**config.mk**
```make
export PLATFORM = sky130hd
export DESIGN_NAME = logic_gate_tile_evaluator_core
export DESIGN_NICKNAME = d
export VERILOG_FILES = /design/src/hdl/lgte_pkg.sv /design/src/hdl/lgte_eval.sv /design/src/hdl/logic_gate_tile_evaluator_core.sv
export SDC_FILE = /design/constraint.sdc
export NUM_CORES = 1
export LEC_CHECK = 0
export ABC_AREA = 1
export BUFFER_PORTS_ARGS = -buffer_cell sky130_fd_sc_hd__buf_2
export CORE_MARGIN = 1.5
export CORE_UTILIZATION = 60
export CTS_BUF_LIST = sky130_fd_sc_hd__clkbuf_8
export DETAILED_ROUTE_END_ITERATION = 6
export PLACE_DENSITY = 0.82
export SYNTH_ARGS = -nofsm -noshare
export SYNTH_HDL_FRONTEND = slang
export SYNTH_SLANG_ARGS = --single-unit
```
**constraint.sdc**
```tcl
create_clock -name clk_i -period 6.16 [get_ports clk_i]
set_clock_uncertainty 0.2 [all_clocks]
set_input_delay 0.308 -clock clk_i [delete_from_list [all_inputs] [get_ports clk_i]]
set_output_delay 0.308 -clock clk_i [all_outputs]
set_load 0.005 [all_outputs]
```
**src/hdl/lgte_pkg.sv**
```systemverilog
// Shared types and constants for the logic gate tile evaluator.
// Used by lgte_eval, the core top level and the port checker; no dependencies.
`timescale 1ns / 1ps

package lgte_pkg;

  // Four-valued tile state encoding
  localparam logic [1:0] ST_OFF  = 2'd0;
  localparam logic [1:0] ST_LOW  = 2'd1;
  localparam logic [1:0] ST_HIGH = 2'd2;
  localparam logic [1:0] ST_MID  = 2'd3;

  // Gate kinds; codes 9 to 15 are unused and leave the pending state alone
  typedef enum logic [3:0] {
    GATE_DIODE  = 4'd0,
    GATE_BUFFER = 4'd1,
    GATE_NOT    = 4'd2,
    GATE_AND    = 4'd3,
    GATE_NAND   = 4'd4,
    GATE_OR     = 4'd5,
    GATE_NOR    = 4'd6,
    GATE_XOR    = 4'd7,
    GATE_XNOR   = 4'd8
  } gate_kind_e;

  // Transaction function carried in tuser
  typedef enum logic {
    FUNC_EVAL   = 1'b0,
    FUNC_COMMIT = 1'b1
  } func_e;

  // Configuration register indexes
  typedef enum logic [1:0] {
    CFG_GATE_KIND   = 2'd0,
    CFG_OUTPUT_SIDE = 2'd1,
    CFG_EXTRA_ON    = 2'd2
  } cfg_idx_e;

  localparam int unsigned CfgIdxW  = 2;
  localparam int unsigned CfgDataW = 4;

  typedef struct packed {
    logic [3:0] gate_kind;
    logic [1:0] output_side;
    logic       extra_states_on;
  } cfg_t;

endpackage

```
**src/hdl/lgte_eval.sv**
```systemverilog
// Combinational next-state evaluation for one tile from its four neighbors.
// Depends on lgte_pkg for the state encoding, gate kinds and the config struct.
`timescale 1ns / 1ps

module lgte_eval (
  input  lgte_pkg::cfg_t   cfg_i,
  input  logic [3:0][1:0]  nbr_i,      // north, east, south, west
  input  logic [1:0]       pending_i,
  output logic [1:0]       next_o
);

  logic [2:0] n_cnt;
  logic [2:0] hi_cnt;
  logic [2:0] mid_cnt;
  logic [1:0] data_st;
  logic [1:0] ctl_st;
  logic [1:0] diode_st;
  logic [1:0] buf_st;
  logic [1:0] and_st;
  logic [1:0] or_st;
  logic [1:0] xor_st;

  function automatic logic [1:0] complement(input logic [1:0] s);
    logic [1:0] r;
    r = s;
    if (s == lgte_pkg::ST_LOW) begin
      r = lgte_pkg::ST_HIGH;
    end else if (s == lgte_pkg::ST_HIGH) begin
      r = lgte_pkg::ST_LOW;
    end
    return r;
  endfunction

  // Count connected, high and middle inputs, skipping the output side
  always_comb begin
    n_cnt   = '0;
    hi_cnt  = '0;
    mid_cnt = '0;
    for (int i = 0; i < 4; i++) begin
      if (2'(i) != cfg_i.output_side && nbr_i[i] != lgte_pkg::ST_OFF) begin
        n_cnt = n_cnt + 3'd1;
        if (nbr_i[i] == lgte_pkg::ST_HIGH) begin
          hi_cnt = hi_cnt + 3'd1;
        end else if (nbr_i[i] == lgte_pkg::ST_MID) begin
          mid_cnt = mid_cnt + 3'd1;
        end
      end
    end
    if (!cfg_i.extra_states_on) begin
      mid_cnt = '0;
    end
  end

  // Tri-state data comes from the far side, control from either flank
  always_comb begin
    data_st = nbr_i[cfg_i.output_side + 2'd2];
    ctl_st  = nbr_i[cfg_i.output_side + 2'd1];
    if (ctl_st == lgte_pkg::ST_OFF) begin
      ctl_st = nbr_i[cfg_i.output_side + 2'd3];
    end
  end

  always_comb begin
    diode_st = lgte_pkg::ST_LOW;
    if (n_cnt == 3'd1 && hi_cnt == 3'd1) begin
      diode_st = lgte_pkg::ST_HIGH;
    end else if (n_cnt == 3'd1 && mid_cnt == 3'd1) begin
      diode_st = lgte_pkg::ST_MID;
    end

    buf_st = lgte_pkg::ST_LOW;
    if (n_cnt == 3'd1) begin
      buf_st = diode_st;
    end else if (n_cnt == 3'd2 && cfg_i.extra_states_on &&
                 data_st != lgte_pkg::ST_OFF) begin
      buf_st = (ctl_st == lgte_pkg::ST_HIGH) ? data_st : lgte_pkg::ST_MID;
    end

    and_st = lgte_pkg::ST_LOW;
    or_st  = lgte_pkg::ST_LOW;
    xor_st = lgte_pkg::ST_LOW;
    if (n_cnt >= 3'd2) begin
      if (hi_cnt == n_cnt) begin
        and_st = lgte_pkg::ST_HIGH;
      end else if (hi_cnt + mid_cnt == n_cnt) begin
        and_st = lgte_pkg::ST_MID;
      end

      if (hi_cnt != 3'd0) begin
        or_st = lgte_pkg::ST_HIGH;
      end else if (mid_cnt != 3'd0) begin
        or_st = lgte_pkg::ST_MID;
      end

      if (mid_cnt != 3'd0) begin
        xor_st = lgte_pkg::ST_MID;
      end else if (hi_cnt[0]) begin
        xor_st = lgte_pkg::ST_HIGH;
      end
    end
  end

  always_comb begin
    unique case (cfg_i.gate_kind)
      lgte_pkg::GATE_DIODE:  next_o = diode_st;
      lgte_pkg::GATE_BUFFER: next_o = buf_st;
      lgte_pkg::GATE_NOT:    next_o = complement(buf_st);
      lgte_pkg::GATE_AND:    next_o = and_st;
      lgte_pkg::GATE_NAND:   next_o = complement(and_st);
      lgte_pkg::GATE_OR:     next_o = or_st;
      lgte_pkg::GATE_NOR:    next_o = complement(or_st);
      lgte_pkg::GATE_XOR:    next_o = xor_st;
      lgte_pkg::GATE_XNOR:   next_o = complement(xor_st);
      default:               next_o = pending_i;
    endcase
  end

endmodule

```
**src/hdl/logic_gate_tile_evaluator_core.sv**
```systemverilog
// Each accepted result is registered in the result register, or in the skid register
// while an older result waits. Throughput: one transaction per cycle while the skid
// register is empty; the gate is evaluated in a single pass before the result register.
// Reset: rst_ni low clears the config registers to zero, sets current and pending
// state to low and empties the result and skid registers.
// Top level of the logic gate tile evaluator; instantiates lgte_eval, uses lgte_pkg.
`timescale 1ns / 1ps

module logic_gate_tile_evaluator_core (
  input  logic                          clk_i,
  input  logic                          rst_ni,
  input  logic                          cfg_we_i,
  input  logic [lgte_pkg::CfgIdxW-1:0]  cfg_idx_i,
  input  logic [lgte_pkg::CfgDataW-1:0] cfg_wdata_i,
  input  logic                          s_axis_tvalid_i,
  output logic                          s_axis_tready_o,
  // [1:0] north_in, [3:2] east_in, [5:4] south_in, [7:6] west_in
  input  logic [7:0]                    s_axis_tdata_i,
  // [0] func
  input  logic                          s_axis_tuser_i,
  output logic                          m_axis_tvalid_o,
  input  logic                          m_axis_tready_i,
  // [1:0] next_value, [2] will_change, [4:3] driven_value, [7:5] zero
  output logic [7:0]                    m_axis_tdata_o
);

  lgte_pkg::cfg_t cfg_q;
  logic [1:0]     cur_q, pend_q;
  logic [1:0]     eval_next;
  logic [1:0]     res_next, res_cur;
  logic [4:0]     res_d;
  logic [4:0]     out_q, skid_q;
  logic           out_vld_q, skid_vld_q;
  logic           s_take, m_take;

  assign s_axis_tready_o = !skid_vld_q;
  assign s_take = s_axis_tvalid_i && s_axis_tready_o;
  assign m_take = out_vld_q && m_axis_tready_i;

  always_ff @(posedge clk_i or negedge rst_ni) begin
    if (!rst_ni) begin
      cfg_q <= '0;
    end else if (cfg_we_i) begin
      unique case (cfg_idx_i)
        lgte_pkg::CFG_GATE_KIND:   cfg_q.gate_kind       <= cfg_wdata_i;
        lgte_pkg::CFG_OUTPUT_SIDE: cfg_q.output_side     <= cfg_wdata_i[1:0];
        lgte_pkg::CFG_EXTRA_ON:    cfg_q.extra_states_on <= cfg_wdata_i[0];
        default: ;
      endcase
    end
  end

  lgte_eval u_eval (
    .cfg_i     (cfg_q),
    .nbr_i     (s_axis_tdata_i),
    .pending_i (pend_q),
    .next_o    (eval_next)
  );

  always_comb begin
    if (s_axis_tuser_i == lgte_pkg::FUNC_COMMIT) begin
      res_next = pend_q;
      res_cur  = pend_q;
    end else begin
      res_next = eval_next;
      res_cur  = cur_q;
    end
    res_d = {res_cur, res_next != res_cur, res_next};
  end

  always_ff @(posedge clk_i or negedge rst_ni) begin
    if (!rst_ni) begin
      cur_q  <= lgte_pkg::ST_LOW;
      pend_q <= lgte_pkg::ST_LOW;
    end else if (s_take) begin
      cur_q  <= res_cur;
      pend_q <= res_next;
    end
  end

  // Result register with a skid stage: park a new result while the old one waits
  always_ff @(posedge clk_i or negedge rst_ni) begin
    if (!rst_ni) begin
      out_vld_q  <= 1'b0;
      skid_vld_q <= 1'b0;
    end else if (s_take) begin
      if (!out_vld_q || m_take) begin
        out_vld_q <= 1'b1;
      end else begin
        skid_vld_q <= 1'b1;
      end
    end else if (m_take) begin
      if (skid_vld_q) begin
        skid_vld_q <= 1'b0;
      end else begin
        out_vld_q <= 1'b0;
      end
    end
  end

  always_ff @(posedge clk_i) begin
    if (s_take) begin
      if (!out_vld_q || m_take) begin
        out_q <= res_d;
      end else begin
        skid_q <= res_d;
      end
    end else if (m_take && skid_vld_q) begin
      out_q <= skid_q;
    end
  end

  assign m_axis_tvalid_o = out_vld_q;
  assign m_axis_tdata_o  = {3'b000, out_q};

endmodule

```
After elaboration in Yosys (flattened, before gate mapping)
Cells that the tools add are included.
{"block": "classes", "add_sub_neg": 13, "order_cmp": 4, "eq_ne": 40, "n_mux": 67, "n_bitwise": 1, "n_reduce_logical": 34}
{"op": "3-bit 2-to-1 mux", "count": 22}
{"op": "2-bit 2-to-1 mux", "count": 28}
{"op": "2-bit equality test, second input constant", "count": 14}
{"op": "3-bit by 1-bit adder with 3-bit output, second input constant", "count": 8}
{"op": "2-bit one-hot mux with 9 select lines", "count": 1}
{"op": "4-bit by 3-bit equality test with 1-bit output, second input constant", "count": 4}
{"op": "2-bit nonzero test", "count": 8}
{"op": "5-bit 2-to-1 mux", "count": 3}
{"op": "2-bit binary-select mux with 2-bit select", "count": 3}
{"op": "2-bit AND reduction", "count": 6}
{"op": "1-bit logical AND", "count": 11}
{"op": "2-bit by 1-bit equality test with 1-bit output, second input constant", "count": 5}
{"op": "1-bit 2-to-1 mux", "count": 10}
{"op": "3-bit by 1-bit equality test with 1-bit output, second input constant", "count": 3}
{"op": "2-bit by 3-bit < comparator with 1-bit output, second input constant", "count": 3}
{"op": "4-bit by 2-bit equality test with 1-bit output, second input constant", "count": 2}
{"op": "3-bit equality test", "count": 2}
{"op": "3-bit nonzero test", "count": 2}
{"op": "2-bit adder, second input constant", "count": 2}
{"op": "4-bit by 1-bit equality test with 1-bit output, second input constant", "count": 1}
{"op": "4-bit equality test, second input constant", "count": 1}
{"op": "2-bit zero test", "count": 2}
{"op": "4-bit zero test", "count": 1}
{"op": "2-bit by 1-bit != test with 1-bit output, second input constant", "count": 2}
{"op": "other kinds (13)", "count": 15}
{"block": "word_totals", "ff_bits": 23, "in_bits": 20, "output_inout_bits": 10, "elab_cells": 168}

Longest topological paths before layout
{"block": "depth", "depth_word": 30, "mapped_depth": 32, "ltp_nobuf": 32}

Cells and area by module
From an unflattened synthesis, not the netlist that was laid out.
{"block": "hier_totals", "hier_cells": 399, "area_unflattened_um2": 2441.1}
{"mod": "lgte_eval", "n_inst": 1, "cells_per_inst": 296, "area_per_inst_um2": 1460.2, "seq_area_each_um2": 0.0}
{"mod": "logic_gate_tile_evaluator_core", "n_inst": 1, "cells_per_inst": 103, "area_per_inst_um2": 980.9, "seq_area_each_um2": 628.1}

Least setup slack after synthesis
Ideal clock, no wire load.
{"block": "synth_path", "kind": "reg2reg", "start": "register cfg_q[1] in the netlist's numbering", "end": "register out_q[2], data pin", "setup_ps": 253, "arrival_ps": 3910, "t_required_ps": 5707, "setup_slack_ps": 1797, "path_stages_with_launch": 29, "path_buffers": 0, "period_less_slack_ps": 4363, "cell_sequence": "dfrtp_1 -> inv_1 -> ha_1 -> inv_1 -> nand2_1 -> nor2_1 -> ha_1 -> nand2_4 -> nand2_2 -> ha_1 -> or2_1 -> and2_1 -> ha_1 -> nand2_1 -> nand2_2 -> fa_1 -> nand3b_1 -> nand2_1 -> nand2_1 -> nand3_1 -> nand2_1 -> a21oi_1 -> nand3_2 -> nand2_2 -> nand2_1 -> nand2_1 -> nand3_2 -> nand2_1 -> nand2_1"}
{"block": "synth_via", "elab_chain_len": 29, "elab_cells_between_ends": 101, "classes_between": "add/sub (13); order compare (1); eq/ne (19); mux (55); reduce/logical (13)"}
{"element": "start: declaration", "line": "logic_gate_tile_evaluator_core.sv:27", "rtl": "lgte_pkg::cfg_t cfg_q;"}
{"element": "2-bit nonzero test", "line": "lgte_eval.sv:40", "rtl": "if (2'(i) != cfg_i.output_side && nbr_i[i] != lgte_pkg::ST_OFF) begin"}
{"element": "1-bit logical AND", "line": "lgte_eval.sv:40"}
{"element": "3-bit 2-to-1 mux", "line": "lgte_eval.sv:40"}
{"element": "3-bit by 1-bit adder with 3-bit output", "line": "lgte_eval.sv:45", "rtl": "mid_cnt = mid_cnt + 3'd1;"}
{"element": "3-bit 2-to-1 mux", "line": "lgte_eval.sv:44", "rtl": "end else if (nbr_i[i] == lgte_pkg::ST_MID) begin"}
{"element": "3-bit 2-to-1 mux", "line": "lgte_eval.sv:42", "rtl": "if (nbr_i[i] == lgte_pkg::ST_HIGH) begin"}
{"element": "3-bit 2-to-1 mux", "line": "lgte_eval.sv:40"}
{"element": "3-bit by 1-bit adder with 3-bit output", "line": "lgte_eval.sv:45"}
{"element": "[... 14 more ...]"}
{"element": "2-bit 2-to-1 mux", "line": "lgte_eval.sv:28", "rtl": "end else if (s == lgte_pkg::ST_HIGH) begin"}
{"element": "2-bit 2-to-1 mux", "line": "lgte_eval.sv:26", "rtl": "if (s == lgte_pkg::ST_LOW) begin"}
{"element": "2-bit one-hot mux with 9 select lines (*)", "line": "lgte_eval.sv:104", "rtl": "unique case (cfg_i.gate_kind)"}
{"element": "2-bit 2-to-1 mux (*)", "line": "logic_gate_tile_evaluator_core.sv:61", "rtl": "if (s_axis_tuser_i == lgte_pkg::FUNC_COMMIT) begin"}
{"element": "2-bit != test (*)", "line": "logic_gate_tile_evaluator_core.sv:68", "rtl": "res_d = {res_cur, res_next != res_cur, res_next};"}
{"element": "named net res_d[2]", "line": "logic_gate_tile_evaluator_core.sv:31", "rtl": "logic [4:0] res_d;"}
{"element": "5-bit 2-to-1 mux (*)", "line": "logic_gate_tile_evaluator_core.sv:103", "rtl": "if (!out_vld_q || m_take) begin"}
{"element": "5-bit 2-to-1 mux (*)", "line": "logic_gate_tile_evaluator_core.sv:102", "rtl": "if (s_take) begin"}
{"element": "end signal: assignment", "line": "logic_gate_tile_evaluator_core.sv:104", "rtl": "out_q <= res_d;"}
{"element": "end signal: assignment", "line": "logic_gate_tile_evaluator_core.sv:109", "rtl": "out_q <= skid_q;"}
{"element": "end: declaration", "line": "logic_gate_tile_evaluator_core.sv:32", "rtl": "logic [4:0] out_q, skid_q;"}
Mark *: on every way through the listed nets, which the timed path passes. The rest lies on a longest branch. The select of a mux whose other input is x is not followed.
A chain may end at the register's enable or synchronous reset.

Worst setup path after layout
Ends and elaborated chain as after synthesis.

==> flow_summary.ini <==
[status]
status = completed

[min_path]
hold_start = cfg_wdata_i[2]
hold_path_class = input port to register
min_path_cells = 2

[cts]
cts_made_buffers = 3
cts.sinks = 23
clockBufferDepth = 2
cts_tree = built
worstSkewPairLatency_ns = 0.27
htree_levels = 1
clk_pin_slew_ns = 0.08
root_buffer = clkbuf_8

[worst_setup_path]
cpPeakStageDelay_ns = 0.49
crit_fanout = 9
critPathBufInv = 3
required_ns = 5.99
crit_arrival_ns = 4.57
startpoint = cfg_q[1]
slowest_stage = dfrtp_1
ff2ff_setup_slack_ns = 1.42
cpMostUsedCell = nand2_1
start_kind = register
crit_type = register to register
r2r_start = cfg_q[1]
rr_worst_depth = 30
crit_family = simple AND/OR/NAND/NOR gates
endpoint_kind = register
crit_cells = 30

[final_layout]
num-nets-final = 461
antennaDiodeCount = 0
area_growth_pct = 9.64
num-fill-cells = 375
drive_above_1_share = 0.153

[synth]
synthesis.area_sq_um = 2440
postSynthCellCount = 395
ys_warn_count = 0
ys_seq_area_frac = 0.257
ys_ff_latch = 23
yosys.cell_types.count = 31
synth.avg_cell_area_sq_um = 6.18

[floorplanning]
dieArea_sq_um = 4460
core_area_sq_um = 3940
die_y_microns = 66.8
initial_utilization = 0.619
io_pins = 30
die_x_microns = 66.8
rows = 23

[sta]
whs_ns = 0.0683
setup_viol = 0
rsz0062_at_grt = false
finalCritPeriodShare = 0.769
period_needed_ns = 4.74
final.setup.tns_ns = 0
drv_slew = 0
clock.fmax_ghz = 0.211
hold_viol_final = 0

[place]
portBuffers = 26
globalplace.congestion = 0.934
hpwl_microns = 4480

[routing]
via_per_inst = 5.20
drtIter0Drc = 141
wirelength_microns = 5260
postRouteAntennaNets = 0
drcViolationCount = 0
drt-wirelength-per-cell_microns = 11.1
first_pass_iters = 4
vias = 2471

[pwr]
switching_share = 0.445
p_switching_mw = 0.254
combPwrFrac = 0.520
power_density_nw_per_um2 = 213
ir_worst_vdd_mv = 0.190
pwr-share-seq = 0.313
internal_power_mw = 0.317
p_leak_nw = 1.54
clockPowerShare = 0.167

[global_routing]
grt_overflow_total = 0
grt_pass1_wl_microns = 9520
grt_pass1_vias = 2258
antenna_found_initial = 0
grtUsageTotal = 0.271
grt_max_degree = 15

[run]
maxCapViolCount = 0
-- sequential cells by signal (all words and copies together), names as in the netlist --
signal	flops
out_q	5
m_axis_tvalid_o	1
pend_q	2
skid_q	5
skid_vld_q	1
cur_q	2
cfg_q	7
-- layout make-up --
class / instances / area, sq um / share of cell area
clock buffers: 3 / 41.3 / 0.0154
repair buffers: 27 / 140 / 0.0524
multi-input cells: 305 / 1550 / 0.579
flip-flops and latches: 23 / 628 / 0.235
inverters: 66 / 248 / 0.0926
well taps: 50 / 62.6 / 0.0234
clock inverters: 1 / 6.26 / 0.00234
-- kinds of logic after synthesis --
family | Yosys count | synth area share
adder cells (fa/ha/maj) | 15 | 0.0800
buffers and inverters | 69 | 0.111
AO/OA/AOI/OAI | 24 | 0.0523
AND/OR/NAND/NOR | 262 | 0.494
flip-flops | 23 | 0.257
multiplexers | 1 | 0.00461
other | 1 | 0.00154
-- power groups by stage --
stage	logic, mW	registers [mW]	clock network (mW)
detailed placement	0.294	0.182	0
CTS	0.296	0.179	0.0964
floorplan	0.234	0.179	0
global route	0.345	0.180	0.103
finish	0.297	0.179	0.0953
global placement	0.286	0.181	0
-- Yosys cell counts --
cell / count / area, sq um
and2_1: 1 / 6.26
buf_4: 3 / 22.5
a21boi_0: 1 / 7.51
a22oi_1: 1 / 7.51
nand2_4: 3 / 33.8
dfstp_2: 2 / 52.6
a21oi_1: 6 / 30.0
o21ai_0: 15 / 75.1
or2_0: 1 / 6.26
nand3_2: 4 / 40.0
and3_1: 1 / 6.26
nor2_1: 26 / 97.6
mux2_2: 1 / 11.3
nand2_2: 14 / 87.6
fa_1: 1 / 20.0
conb_1: 1 / 3.75
nor2_2: 5 / 31.3
inv_2: 5 / 18.8
dfrtp_1: 11 / 275
nand2_1: 133 / 499
nand3b_1: 2 / 15.0
inv_1: 60 / 225
clkinv_1: 1 / 3.75
ha_1: 14 / 175
nor3_1: 6 / 30.0
edfxtp_1: 10 / 300
or2_1: 1 / 6.26
nand4_1: 4 / 25.0
nor2_8: 1 / 20.0
o21bai_1: 1 / 7.51
nand3_1: 60 / 300
-- worst paths after layout --
check	end
max	out_q[2]
min	cfg_q[5]
max reg2reg	out_q[2]
min reg2reg	cur_q[0]
max in group asynchronous	pend_q[0]
min in group asynchronous	cfg_q[6]
-- what timing repair did --
item,4_1_cts,5_1_grt
endpoints found under the setup margin,0,0
hold buffers,1,0
endpoints found under the hold margin,13,0
setup buffers,0,0
gates resized for setup,0,0
-- layout by cell type, fill, tap and decap left out, types with 4 or more instances in the layout --
master / count
a21oi_1: 6
buf_2: 26
dfrtp_1: 11
edfxtp_1: 10
ha_1: 14
inv_1: 60
inv_2: 5
nand2_1: 133
nand2_2: 14
nand3_1: 60
nand3_2: 4
nand4_1: 4
nor2_1: 26
nor2_2: 5
nor3_1: 6
o21ai_0: 15
-- metal layers --
layer	global-route usage	wire, microns
met3	0.0321	260
met4	0.0357	23
met5	0	0
met2	0.438	2360
met1	0.399	2610
-- stage by stage --
stage / total power [mW] / area [sq um] / setup slack (ns) / util / cells
floorplan: 0.414 / 2450 / 1.80 / - / 397
global placement: 0.468 / 2620 / 1.58 / 0.664 / 470
detailed placement: 0.476 / 2620 / 1.46 / 0.664 / 470
CTS: 0.571 / 2680 / 1.43 / 0.679 / 475
global route: 0.628 / 2680 / 0.916 / 0.679 / 475
finish: 0.571 / 2680 / 1.42 / 0.679 / 475
Power figures use the tool's default switching activity.
